**config.mk**
```make
export PLATFORM = sky130hd
export DESIGN_NAME = nearest_neighbor_sensor_correction_unit
export DESIGN_NICKNAME = d
export VERILOG_FILES = /design/src/hw/rtl/nnsc_pkg.sv /design/src/hw/rtl/nearest_neighbor_sensor_correction_unit.sv /design/src/hw/rtl/nnsc_ram.sv /design/src/hw/rtl/nnsc_gain.sv
export SDC_FILE = /design/constraint.sdc
export NUM_CORES = 2
export LEC_CHECK = 0
export BUFFER_PORTS_ARGS = -buffer_cell sky130_fd_sc_hd__buf_2
export CAP_MARGIN = 10
export CORE_UTILIZATION = 28
export DETAILED_ROUTE_END_ITERATION = 10
export GPL_TIMING_DRIVEN = 0
export HOLD_SLACK_MARGIN = 0.02
export PLACE_DENSITY = 0.42
export SYNTH_ARGS = -nofsm -noshare
export SYNTH_HDL_FRONTEND = slang
export SYNTH_SLANG_ARGS = --single-unit
```
**constraint.sdc**
```tcl
create_clock -name clk -period 11.6 [get_ports clk]
set_input_delay 2.32 -clock clk [delete_from_list [all_inputs] [get_ports clk]]
set_output_delay 2.32 -clock clk [all_outputs]
set_load 0.03 [all_outputs]
```
**src/hw/rtl/nnsc_pkg.sv**
```systemverilog
// Shared types, codes and clamp tables of the nearest-neighbor sensor correction unit.
`timescale 1ns / 1ps
package nnsc_pkg;

  localparam int ENTRY_W = 16;
  localparam int GAIN_W  = 21;
  localparam int OWN_W   = 15;
  localparam int CFG_W   = 15;

  typedef enum logic [1:0] {
    ACT_SAME    = 2'd0,
    ACT_REMOVED = 2'd1,
    ACT_CORR    = 2'd2,
    ACT_NOTNB   = 2'd3
  } action_t;

  localparam logic [1:0] CFG_OWN_X = 2'd0;
  localparam logic [1:0] CFG_OWN_Y = 2'd1;
  localparam logic [1:0] CFG_START = 2'd2;

  localparam logic [1:0] TYPE_TEMP = 2'd0;
  localparam logic [1:0] TYPE_HUM  = 2'd1;
  localparam logic [1:0] TYPE_AIR  = 2'd2;

  localparam logic signed [15:0] READ_REMOVED = -16'sd256;
  localparam logic [OWN_W-1:0]   OWN_RESET    = 15'd5120;

  typedef struct packed {
    logic [3:0]        sender_x;
    logic [3:0]        sender_y;
    logic [1:0]        sender_type;
    logic signed [15:0] reading;
  } in_item_t;

  typedef struct packed {
    action_t           action;
    logic signed [15:0] correction;
    logic [14:0]       own_reading;
    logic [6:0]        neighbor_count;
  } out_item_t;

  // Lower clamp bound in Q8.8; an unknown type only saturates at zero.
  function automatic logic [OWN_W-1:0] type_lo(input logic [1:0] st);
    logic [OWN_W-1:0] v;
    case (st)
      TYPE_TEMP: v = 15'd5120;
      TYPE_HUM:  v = 15'd2560;
      TYPE_AIR:  v = 15'd3840;
      default:   v = 15'd0;
    endcase
    return v;
  endfunction

  // Upper clamp bound in Q8.8; an unknown type saturates at the field maximum.
  function automatic logic [OWN_W-1:0] type_hi(input logic [1:0] st);
    logic [OWN_W-1:0] v;
    case (st)
      TYPE_TEMP: v = 15'd10240;
      TYPE_HUM:  v = 15'd23040;
      TYPE_AIR:  v = 15'd7680;
      default:   v = 15'd32767;
    endcase
    return v;
  endfunction

endpackage

```
**src/hw/rtl/nearest_neighbor_sensor_correction_unit.sv**
```systemverilog
// Top level: neighbor table walker, reading update and result register.
`timescale 1ns / 1ps
// Sequence: an item from the own position goes straight to the result register after acceptance.
//   Any other item scans the table, then a shift pass and, for a new entry, an insert may follow,
//   and the result register loads after them. A correction adds the multiply, rounding and
//   update steps and first waits for the gain unit, which starts when the item is accepted.
// Throughput: one item at a time; no new item is accepted until the result register has loaded,
//   the pace being set by the table scan and shift through one read port, the gain wait and output stalls.
// Reset (synchronous, rst_n low): count 0, own position 0, own reading 5120; the table
//   memory is not cleared, only entries below the count are ever read.
module nearest_neighbor_sensor_correction_unit #(
  parameter int TABLE_DEPTH = 128,
  parameter int NEAREST_K   = 3
) (
  input  logic                         clk,
  input  logic                         rst_n,
  input  logic                         in_valid,
  output logic                         in_stall,
  input  nnsc_pkg::in_item_t           in_data,
  output logic                         out_valid,
  input  logic                         out_stall,
  output nnsc_pkg::out_item_t          out_data,
  input  logic                         cfg_we,
  input  logic [1:0]                   cfg_index,
  input  logic [nnsc_pkg::CFG_W-1:0]   cfg_wdata
);
  import nnsc_pkg::*;

  localparam int AW = $clog2(TABLE_DEPTH);
  localparam int CW = $clog2(TABLE_DEPTH + 1);

  // One-hot sequencer: scan, shift, insert, then the reading update path.
  typedef enum logic [8:0] {
    ST_IDLE   = 9'b000000001,
    ST_SCAN   = 9'b000000010,
    ST_SHIFT  = 9'b000000100,
    ST_INSERT = 9'b000001000,
    ST_GAINW  = 9'b000010000,
    ST_MUL    = 9'b000100000,
    ST_ADJ    = 9'b001000000,
    ST_UPD    = 9'b010000000,
    ST_FIN    = 9'b100000000
  } state_t;

  state_t             state_r, state_nxt;
  logic [3:0]         own_x_r, own_x_nxt;
  logic [3:0]         own_y_r, own_y_nxt;
  logic [OWN_W-1:0]   own_r, own_nxt;
  logic [CW-1:0]      count_r, count_nxt;
  in_item_t           item_r, item_nxt;
  logic [7:0]         sd_r, sd_nxt;
  logic               rem_r, rem_nxt;
  logic               found_r, found_nxt;
  logic [CW-1:0]      fidx_r, fidx_nxt;
  logic               posf_r, posf_nxt;
  logic [CW-1:0]      pos_r, pos_nxt;
  logic [CW-1:0]      ip_r, ip_nxt;
  logic [CW-1:0]      left_r, left_nxt;
  logic               dv_r, dv_nxt;
  logic [CW-1:0]      di_r, di_nxt;
  logic               up_r, up_nxt;
  logic               near_r, near_nxt;
  action_t            act_r, act_nxt;
  logic signed [15:0] corr_r, corr_nxt;
  logic signed [38:0] p_r, p_nxt;
  logic               neg_r, neg_nxt;
  logic [14:0]        a_r, a_nxt;
  logic               out_valid_r, out_valid_nxt;
  out_item_t          out_r, out_nxt;

  logic               ram_we;
  logic [AW-1:0]      ram_waddr;
  logic [ENTRY_W-1:0] ram_wdata;
  logic [AW-1:0]      ram_raddr;
  logic [ENTRY_W-1:0] ram_rdata;

  logic               gain_start;
  logic               gain_done;
  logic [GAIN_W-1:0]  gain;

  logic               accept;
  logic               same_pos;
  logic signed [9:0]  dx, dy;
  logic [8:0]         sq_dist;
  logic               issue;
  logic               hit;
  logic [38:0]        mag;
  logic signed [16:0] diff;
  logic signed [17:0] nv;
  logic signed [17:0] lo_s, hi_s;
  logic [OWN_W-1:0]   clamped;

  assign accept   = in_valid && !in_stall;
  assign in_stall = (state_r != ST_IDLE);
  assign same_pos = (in_data.sender_x == own_x_r) && (in_data.sender_y == own_y_r);
  assign dx       = $signed({6'd0, in_data.sender_x}) - $signed({6'd0, own_x_r});
  assign dy       = $signed({6'd0, in_data.sender_y}) - $signed({6'd0, own_y_r});
  assign sq_dist  = 9'(dx * dx) + 9'(dy * dy);
  assign gain_start = accept && !same_pos && (in_data.reading != READ_REMOVED);

  // A table entry matches when its stored position equals the sender's.
  assign hit = (ram_rdata[15:12] == item_r.sender_x) && (ram_rdata[11:8] == item_r.sender_y);

  assign diff = $signed({item_r.reading[15], item_r.reading}) - $signed({2'b00, own_r});
  assign mag  = p_r[38] ? 39'(-p_r) : p_r;
  assign nv   = neg_r ? $signed({3'b000, own_r}) - $signed({3'b000, a_r})
                      : $signed({3'b000, own_r}) + $signed({3'b000, a_r});
  assign lo_s = $signed({3'b000, type_lo(item_r.sender_type)});
  assign hi_s = $signed({3'b000, type_hi(item_r.sender_type)});

  always_comb begin
    if (nv > hi_s) begin
      clamped = type_hi(item_r.sender_type);
    end else if (nv < lo_s) begin
      clamped = type_lo(item_r.sender_type);
    end else begin
      clamped = nv[14:0];
    end
  end

  always_comb begin
    state_nxt     = state_r;
    own_x_nxt     = own_x_r;
    own_y_nxt     = own_y_r;
    own_nxt       = own_r;
    count_nxt     = count_r;
    item_nxt      = item_r;
    sd_nxt        = sd_r;
    rem_nxt       = rem_r;
    found_nxt     = found_r;
    fidx_nxt      = fidx_r;
    posf_nxt      = posf_r;
    pos_nxt       = pos_r;
    ip_nxt        = ip_r;
    left_nxt      = left_r;
    dv_nxt        = 1'b0;
    di_nxt        = di_r;
    up_nxt        = up_r;
    near_nxt      = near_r;
    act_nxt       = act_r;
    corr_nxt      = corr_r;
    p_nxt         = p_r;
    neg_nxt       = neg_r;
    a_nxt         = a_r;
    out_valid_nxt = out_valid_r && out_stall;
    out_nxt       = out_r;
    ram_we        = 1'b0;
    ram_waddr     = '0;
    ram_wdata     = {item_r.sender_x, item_r.sender_y, sd_r};
    ram_raddr     = ip_r[AW-1:0];
    issue         = 1'b0;

    case (state_r)
      ST_IDLE: begin
        if (accept) begin
          item_nxt  = in_data;
          sd_nxt    = (sq_dist > 9'd255) ? 8'd255 : sq_dist[7:0];
          rem_nxt   = (in_data.reading == READ_REMOVED);
          corr_nxt  = '0;
          found_nxt = 1'b0;
          posf_nxt  = 1'b0;
          pos_nxt   = count_r;
          ip_nxt    = '0;
          if (same_pos) begin
            act_nxt   = ACT_SAME;
            state_nxt = ST_FIN;
          end else begin
            state_nxt = ST_SCAN;
          end
        end
      end

      // Pipelined walk over the table: one read issued and one entry checked per cycle.
      ST_SCAN: begin
        issue = (ip_r != count_r);
        if (issue) begin
          ip_nxt = ip_r + CW'(1);
          dv_nxt = 1'b1;
          di_nxt = ip_r;
        end
        if (dv_r) begin
          if (hit && !found_r) begin
            found_nxt = 1'b1;
            fidx_nxt  = di_r;
          end
          if (!posf_r && (ram_rdata[7:0] >= sd_r)) begin
            posf_nxt = 1'b1;
            pos_nxt  = di_r;
          end
        end
        if (!issue && !dv_r) begin
          if (rem_r) begin
            act_nxt = ACT_REMOVED;
            if (found_r) begin
              // Close the gap: every entry after the match moves down by one.
              left_nxt  = count_r - fidx_r - CW'(1);
              ip_nxt    = fidx_r + CW'(1);
              up_nxt    = 1'b0;
              state_nxt = ST_SHIFT;
            end else begin
              state_nxt = ST_FIN;
            end
          end else if (found_r) begin
            if (fidx_r < CW'(NEAREST_K)) begin
              act_nxt   = ACT_CORR;
              state_nxt = ST_GAINW;
            end else begin
              act_nxt   = ACT_NOTNB;
              state_nxt = ST_FIN;
            end
          end else if (count_r < CW'(TABLE_DEPTH)) begin
            // Open a slot: entries from the insert position up move up by one, top first.
            left_nxt  = count_r - pos_r;
            ip_nxt    = count_r - CW'(1);
            up_nxt    = 1'b1;
            near_nxt  = (pos_r < CW'(NEAREST_K));
            state_nxt = ST_SHIFT;
          end else begin
            act_nxt   = ACT_NOTNB;
            state_nxt = ST_FIN;
          end
        end
      end

      ST_SHIFT: begin
        issue = (left_r != '0);
        if (issue) begin
          ip_nxt   = up_r ? ip_r - CW'(1) : ip_r + CW'(1);
          left_nxt = left_r - CW'(1);
          dv_nxt   = 1'b1;
          di_nxt   = ip_r;
        end
        if (dv_r) begin
          ram_we    = 1'b1;
          ram_waddr = up_r ? AW'(di_r + CW'(1)) : AW'(di_r - CW'(1));
          ram_wdata = ram_rdata;
        end
        if (!issue && !dv_r) begin
          if (up_r) begin
            state_nxt = ST_INSERT;
          end else begin
            count_nxt = count_r - CW'(1);
            state_nxt = ST_FIN;
          end
        end
      end

      ST_INSERT: begin
        ram_we    = 1'b1;
        ram_waddr = pos_r[AW-1:0];
        count_nxt = count_r + CW'(1);
        if (near_r) begin
          act_nxt   = ACT_CORR;
          state_nxt = ST_GAINW;
        end else begin
          act_nxt   = ACT_NOTNB;
          state_nxt = ST_FIN;
        end
      end

      ST_GAINW: begin
        if (gain_done) begin
          state_nxt = ST_MUL;
        end
      end

      ST_MUL: begin
        p_nxt     = diff * $signed({1'b0, gain});
        state_nxt = ST_ADJ;
      end

      // Round the signed Q6.32 product to the nearest 1/256 step, ties away from zero.
      ST_ADJ: begin
        neg_nxt   = p_r[38];
        a_nxt     = 15'((mag + 39'd8388608) >> 24);
        state_nxt = ST_UPD;
      end

      ST_UPD: begin
        corr_nxt  = $signed({1'b0, clamped}) - $signed({1'b0, own_r});
        own_nxt   = clamped;
        state_nxt = ST_FIN;
      end

      ST_FIN: begin
        if (!out_valid_r || !out_stall) begin
          out_valid_nxt          = 1'b1;
          out_nxt.action         = act_r;
          out_nxt.correction     = corr_r;
          out_nxt.own_reading    = own_r;
          out_nxt.neighbor_count = (count_r > CW'(127)) ? 7'd127 : count_r[6:0];
          state_nxt              = ST_IDLE;
        end
      end

      default: begin
        state_nxt = ST_IDLE;
      end
    endcase

    // The user must write configuration only while no item is in flight; the block does not enforce this.
    if (cfg_we) begin
      case (cfg_index)
        CFG_OWN_X: own_x_nxt = cfg_wdata[3:0];
        CFG_OWN_Y: own_y_nxt = cfg_wdata[3:0];
        CFG_START: own_nxt   = cfg_wdata;
        default: begin
        end
      endcase
    end
  end

  always_ff @(posedge clk) begin
    if (!rst_n) begin
      state_r     <= ST_IDLE;
      own_x_r     <= '0;
      own_y_r     <= '0;
      own_r       <= OWN_RESET;
      count_r     <= '0;
      dv_r        <= 1'b0;
      out_valid_r <= 1'b0;
    end else begin
      state_r     <= state_nxt;
      own_x_r     <= own_x_nxt;
      own_y_r     <= own_y_nxt;
      own_r       <= own_nxt;
      count_r     <= count_nxt;
      dv_r        <= dv_nxt;
      out_valid_r <= out_valid_nxt;
    end
    item_r  <= item_nxt;
    sd_r    <= sd_nxt;
    rem_r   <= rem_nxt;
    found_r <= found_nxt;
    fidx_r  <= fidx_nxt;
    posf_r  <= posf_nxt;
    pos_r   <= pos_nxt;
    ip_r    <= ip_nxt;
    left_r  <= left_nxt;
    di_r    <= di_nxt;
    up_r    <= up_nxt;
    near_r  <= near_nxt;
    act_r   <= act_nxt;
    corr_r  <= corr_nxt;
    p_r     <= p_nxt;
    neg_r   <= neg_nxt;
    a_r     <= a_nxt;
    out_r   <= out_nxt;
  end

  nnsc_ram #(
    .WIDTH (ENTRY_W),
    .DEPTH (TABLE_DEPTH)
  ) u_table (
    .clk   (clk),
    .we    (ram_we),
    .waddr (ram_waddr),
    .wdata (ram_wdata),
    .raddr (ram_raddr),
    .rdata (ram_rdata)
  );

  nnsc_gain u_gain (
    .clk     (clk),
    .rst_n   (rst_n),
    .start   (gain_start),
    .sq_dist (sq_dist),
    .done    (gain_done),
    .gain    (gain)
  );

  assign out_valid = out_valid_r;
  assign out_data  = out_r;

`ifndef ASSERT_OFF
  a_count_bound: assert property (@(posedge clk) disable iff (!rst_n)
    count_r <= CW'(TABLE_DEPTH))
    else $error("neighbor count exceeds table depth");

  a_no_write_in_scan: assert property (@(posedge clk) disable iff (!rst_n)
    state_r == ST_SCAN |-> !ram_we)
    else $error("table written during scan");

  a_shift_no_overlap: assert property (@(posedge clk) disable iff (!rst_n)
    (state_r == ST_SHIFT) && ram_we && issue |-> ram_waddr != ram_raddr)
    else $error("shift write collides with read");

  a_mul_after_gain: assert property (@(posedge clk) disable iff (!rst_n)
    state_r == ST_GAINW && state_nxt == ST_MUL |-> gain_done)
    else $error("multiply started before gain ready");

  a_corr_zero: assert property (@(posedge clk) disable iff (!rst_n)
    out_valid_r && (out_r.action != ACT_CORR) |-> out_r.correction == 16'sd0)
    else $error("nonzero correction without correction action");
`endif

endmodule

```
**src/hw/rtl/nnsc_ram.sv**
```systemverilog
// Generic simple dual-port RAM with one write port and a registered read port.
`timescale 1ns / 1ps
module nnsc_ram #(
  parameter int WIDTH = 16,
  parameter int DEPTH = 128
) (
  input  logic                     clk,
  input  logic                     we,
  input  logic [$clog2(DEPTH)-1:0] waddr,
  input  logic [WIDTH-1:0]         wdata,
  input  logic [$clog2(DEPTH)-1:0] raddr,
  output logic [WIDTH-1:0]         rdata
);

  logic [WIDTH-1:0] mem [DEPTH];

  always_ff @(posedge clk) begin
    if (we) begin
      mem[waddr] <= wdata;
    end
    rdata <= mem[raddr];
  end

endmodule

```
**src/hw/rtl/nnsc_gain.sv**
```systemverilog
// Gain unit: bit-serial square root and restoring division giving 0.1/(d+1) in Q0.24.
`timescale 1ns / 1ps
module nnsc_gain (
  input  logic                       clk,
  input  logic                       rst_n,
  input  logic                       start,
  input  logic [8:0]                 sq_dist,
  output logic                       done,
  output logic [nnsc_pkg::GAIN_W-1:0] gain
);
  import nnsc_pkg::*;

  typedef enum logic [4:0] {
    G_IDLE = 5'b00001,
    G_SQRT = 5'b00010,
    G_DEN  = 5'b00100,
    G_NUM  = 5'b01000,
    G_DIV  = 5'b10000
  } gstate_t;

  gstate_t           gst_r, gst_nxt;
  logic [40:0]       rem_r, rem_nxt;
  logic [40:0]       res_r, res_nxt;
  logic [40:0]       bit_r, bit_nxt;
  logic [40:0]       num_r, num_nxt;
  logic [25:0]       den_r, den_nxt;
  logic [25:0]       drem_r, drem_nxt;
  logic [GAIN_W-1:0] q_r, q_nxt;
  logic [5:0]        cnt_r, cnt_nxt;
  logic              done_r, done_nxt;
  logic [40:0]       trial;
  logic [21:0]       root_ofs;
  logic [26:0]       shifted;

  always_comb begin
    gst_nxt  = gst_r;
    rem_nxt  = rem_r;
    res_nxt  = res_r;
    bit_nxt  = bit_r;
    num_nxt  = num_r;
    den_nxt  = den_r;
    drem_nxt = drem_r;
    q_nxt    = q_r;
    cnt_nxt  = cnt_r;
    done_nxt = done_r;
    trial    = res_r + bit_r;
    root_ofs = {1'b0, res_r[20:0]} + 22'd65536;
    shifted  = {drem_r, num_r[40]};
    case (gst_r)
      G_SQRT: begin
        if (rem_r >= trial) begin
          rem_nxt = rem_r - trial;
          res_nxt = (res_r >> 1) + bit_r;
        end else begin
          res_nxt = res_r >> 1;
        end
        bit_nxt = bit_r >> 2;
        if (bit_r == 41'd1) begin
          gst_nxt = G_DEN;
        end
      end
      G_DEN: begin
        den_nxt = {1'b0, root_ofs, 3'b000} + {3'b000, root_ofs, 1'b0};
        gst_nxt = G_NUM;
      end
      G_NUM: begin
        num_nxt  = {1'b1, 40'd0} + {16'd0, den_r[25:1]};
        drem_nxt = '0;
        q_nxt    = '0;
        cnt_nxt  = '0;
        gst_nxt  = G_DIV;
      end
      G_DIV: begin
        if (shifted >= {1'b0, den_r}) begin
          drem_nxt = 26'(shifted - {1'b0, den_r});
          q_nxt    = {q_r[GAIN_W-2:0], 1'b1};
        end else begin
          drem_nxt = shifted[25:0];
          q_nxt    = {q_r[GAIN_W-2:0], 1'b0};
        end
        num_nxt = {num_r[39:0], 1'b0};
        cnt_nxt = cnt_r + 6'd1;
        if (cnt_r == 6'd40) begin
          done_nxt = 1'b1;
          gst_nxt  = G_IDLE;
        end
      end
      default: begin
      end
    endcase
    if (start) begin
      rem_nxt  = {sq_dist, 32'd0};
      res_nxt  = '0;
      bit_nxt  = {1'b1, 40'd0};
      done_nxt = 1'b0;
      gst_nxt  = G_SQRT;
    end
  end

  always_ff @(posedge clk) begin
    if (!rst_n) begin
      gst_r  <= G_IDLE;
      done_r <= 1'b0;
    end else begin
      gst_r  <= gst_nxt;
      done_r <= done_nxt;
    end
    rem_r  <= rem_nxt;
    res_r  <= res_nxt;
    bit_r  <= bit_nxt;
    num_r  <= num_nxt;
    den_r  <= den_nxt;
    drem_r <= drem_nxt;
    q_r    <= q_nxt;
    cnt_r  <= cnt_nxt;
  end

  assign done = done_r;
  assign gain = q_r;

endmodule

```
==> results.yml <==
synthesis:
  synth_edf_count: 2368
  synth_nets: 8723
  synth_ff_type: "edfxtp_1"
  synthCells: 7936
  syn_area_sq_um: 122000
  yosysTopAreaCellShare_pct: 58.2
  async_reset_ff_share_pct: 0
  synth_top_cell_by_area: "edfxtp_1"
  synth_seq_area_share_pct: 60.8
  yosys_warnings: 0
  synth.distinct_cells: 83
  synth_common_cells: "edfxtp_1, mux4_2, inv_1"
  yosys-top-cells-area: "edfxtp_1, mux4_2, fa_1"
  ys_seq_elements: 2526
  avgSynthCellArea_sq_um: 15.4
  yosysMostFrequentCell: "edfxtp_1"
die:
  die_h_um: 662
  fp.dieW_um: 662
  rows: 242
  start_util_pct: 28.1
  ios: 90
  coreArea_sq_um: 434000
  dieArea_sq_um: 439000
worst_setup_path:
  worstSetupEndpointType: "register"
  critical_path_class: "register to register"
  crit_path_start_kind: "register"
  crit_path_frequent_cell: "fa_1"
  crit_arrival_ns: 11.13
  required_ns: 12.21
  critPathMaxFanout: 10
  slowest_stage: "a311oi_1"
  critical-path-max-stage-delay_ns: 0.82
route:
  first_pass_iters: 6
  drc_errors: 0
  drt_iter0_markers: 6094
  via_per_inst: 4.93
  routedWlPerCell_um: 26.6
  ant_nets: 0
  vias: 71400
  routed_wl_um: 385000
global_route:
  grtUsageMet2_pct: 29.5
  gr-total-overflow: 0
  met3_usage_pct: 1.87
  antenna_found_initial: 29
  grt_pass1_wl_um: 548000
  use_met1_pct: 23.3
  grt_pass1_vias: 73300
  grt_use_total_pct: 17.2
  grt_max_degree: 97
  grt_busiest_layer: "met2"
final_layout:
  fillers: 42200
  drive_gt1_share_pct: 18.4
  finalNetCount: 9313
  multi_input_area_sq_um: 45000
  syn2layout_area_growth_pct: 17.4
  final_util_pct: 33.0
  regArea_sq_um: 74300
placement:
  io_buffers: 88
  hpwlAfterDp_um: 288000
  gp_congestion: 0.844
clock_network:
  postCtsSetupBuffers: 0
  cts-resized-gates: 0
  cts_buffers: 292
  cts_buffer_depth: 4
  cts.sinks: 2526
  cts_tree: "built"
  clk_latency_ns: 0.93
  clk_pin_slew_ns: 0.06
  cts-root-buf: "clkbuf_16"
  htree_levels: 5
  cts_hold_buffers: 0
status:
  run_status: "finished, final reports clean"
timing:
  max_slew_margin_pct: 7.46
  rsz0062_at_grt: "false"
  max_freq_mhz: 95.1
  fin_setup_tns_ns: 0
  min_period_ns: 10.52
  fin_crit_sh_pct: 90.7
  finalHoldViolCount: 0
  skew_ns: 0.0576
  tightest_slew_ns: 1.39
  slew_violations: 0
  setup_viol: 0
run:
  maxCapViolations: 0
min_path:
  min_path_type: "register to register"
==> routing by layer <==
layer,share of wire [%],vias up
li1,-,31300
met1,44,37800
met2,49,1890
met3,4.4,440
met4,2.6,0
met5,0,-
==> worst max-delay path: cells and delay by family (launching register included) <==
| kind | cells | cell delay [ns] |
|---|---|---|
| and+or+nand+nor | 4 | 0.45 |
| xor gates and xnor gates | 1 | 0.12 |
| buffers and inverters | 5 | 1.02 |
| adders and majority gates | 8 | 3.70 |
| AOI/OAI and AO/OA | 16 | 4.32 |
| DFF | 1 | 0.60 |
==> stage by stage <==
stage / hold WS [ns] / worst slack [ns] / area (sq um) / std cells
2_1_floorplan: 0.400 / 3.33 / 122000 / 7936
3_3_place_gp: 0.410 / -5.90 / 130000 / 13800
3_5_place_dp: 0.408 / 1.08 / 134000 / 14000
4_1_cts: 0.416 / 1.01 / 143000 / 14500
5_1_grt: 0.428 / 0.454 / 143000 / 14500
6_report: 0.414 / 1.08 / 143000 / 14500
==> cell type report <==
class	count	area share, %
inverter	570	1.49
sequential	2526	51.8
multi-input combinational	4490	31.3
buffer	350	0.936
tap	5734	5.00
clock buffer	362	5.42
timing repair buffer	296	3.02
clock inverter	154	0.999
antenna	10	0.0174
==> sequential cells by signal, summed over array words and instances, names as in the netlist, 21 cells and up <==
name	count
u_gain.res_r	41
out_data	40
u_gain.drem_r	26
u_gain.bit_r	21
u_gain.num_r	41
p_r	39
u_table.mem	2048
u_gain.den_r	25
u_gain.gain	21
item_r	26
u_gain.rem_r	41
==> path summary, 6_finish.rpt <==
kind,from,end,slack (ns),cells after the start
max,own_r[1]$_SDFF_PN0_,p_r[36]$_DFFE_PP_,1.08,34
min,corr_r[3]$_SDFFCE_PN0P_,out_data[25]$_DFFE_PP_,0.41,0
max reg2reg,own_r[1]$_SDFF_PN0_,p_r[36]$_DFFE_PP_,1.08,34
min reg2reg,corr_r[3]$_SDFFCE_PN0P_,out_data[25]$_DFFE_PP_,0.41,0
==> cells by family after synthesis <==
kind of cell	Yosys count	synth area share [%]
AOI/OAI and AO/OA	1028	5.25
xor gates and xnor gates	310	2.22
adders and majority gates	740	9.59
buffers and inverters	920	2.83
DFF	2526	60.8
muxes	722	12.8
and+or+nand+nor	1690	6.48
==> placed cells by master (no fill, tap or decap), types with 186 or more instances in the layout <==
| cell | count |
|---|---|
| nor2_1 | 354 |
| a21oi_1 | 312 |
| edfxtp_1 | 2368 |
| fa_1 | 328 |
| inv_1 | 568 |
| clkbuf_16 | 299 |
| clkbuf_1 | 329 |
| ha_1 | 411 |
| nand2_1 | 531 |
| o21ai_0 | 251 |
| xnor2_1 | 186 |
| mux4_2 | 672 |
Power is not shown: default switching activity piles up to over one toggle a cycle in this logic, so the estimate is an artifact.
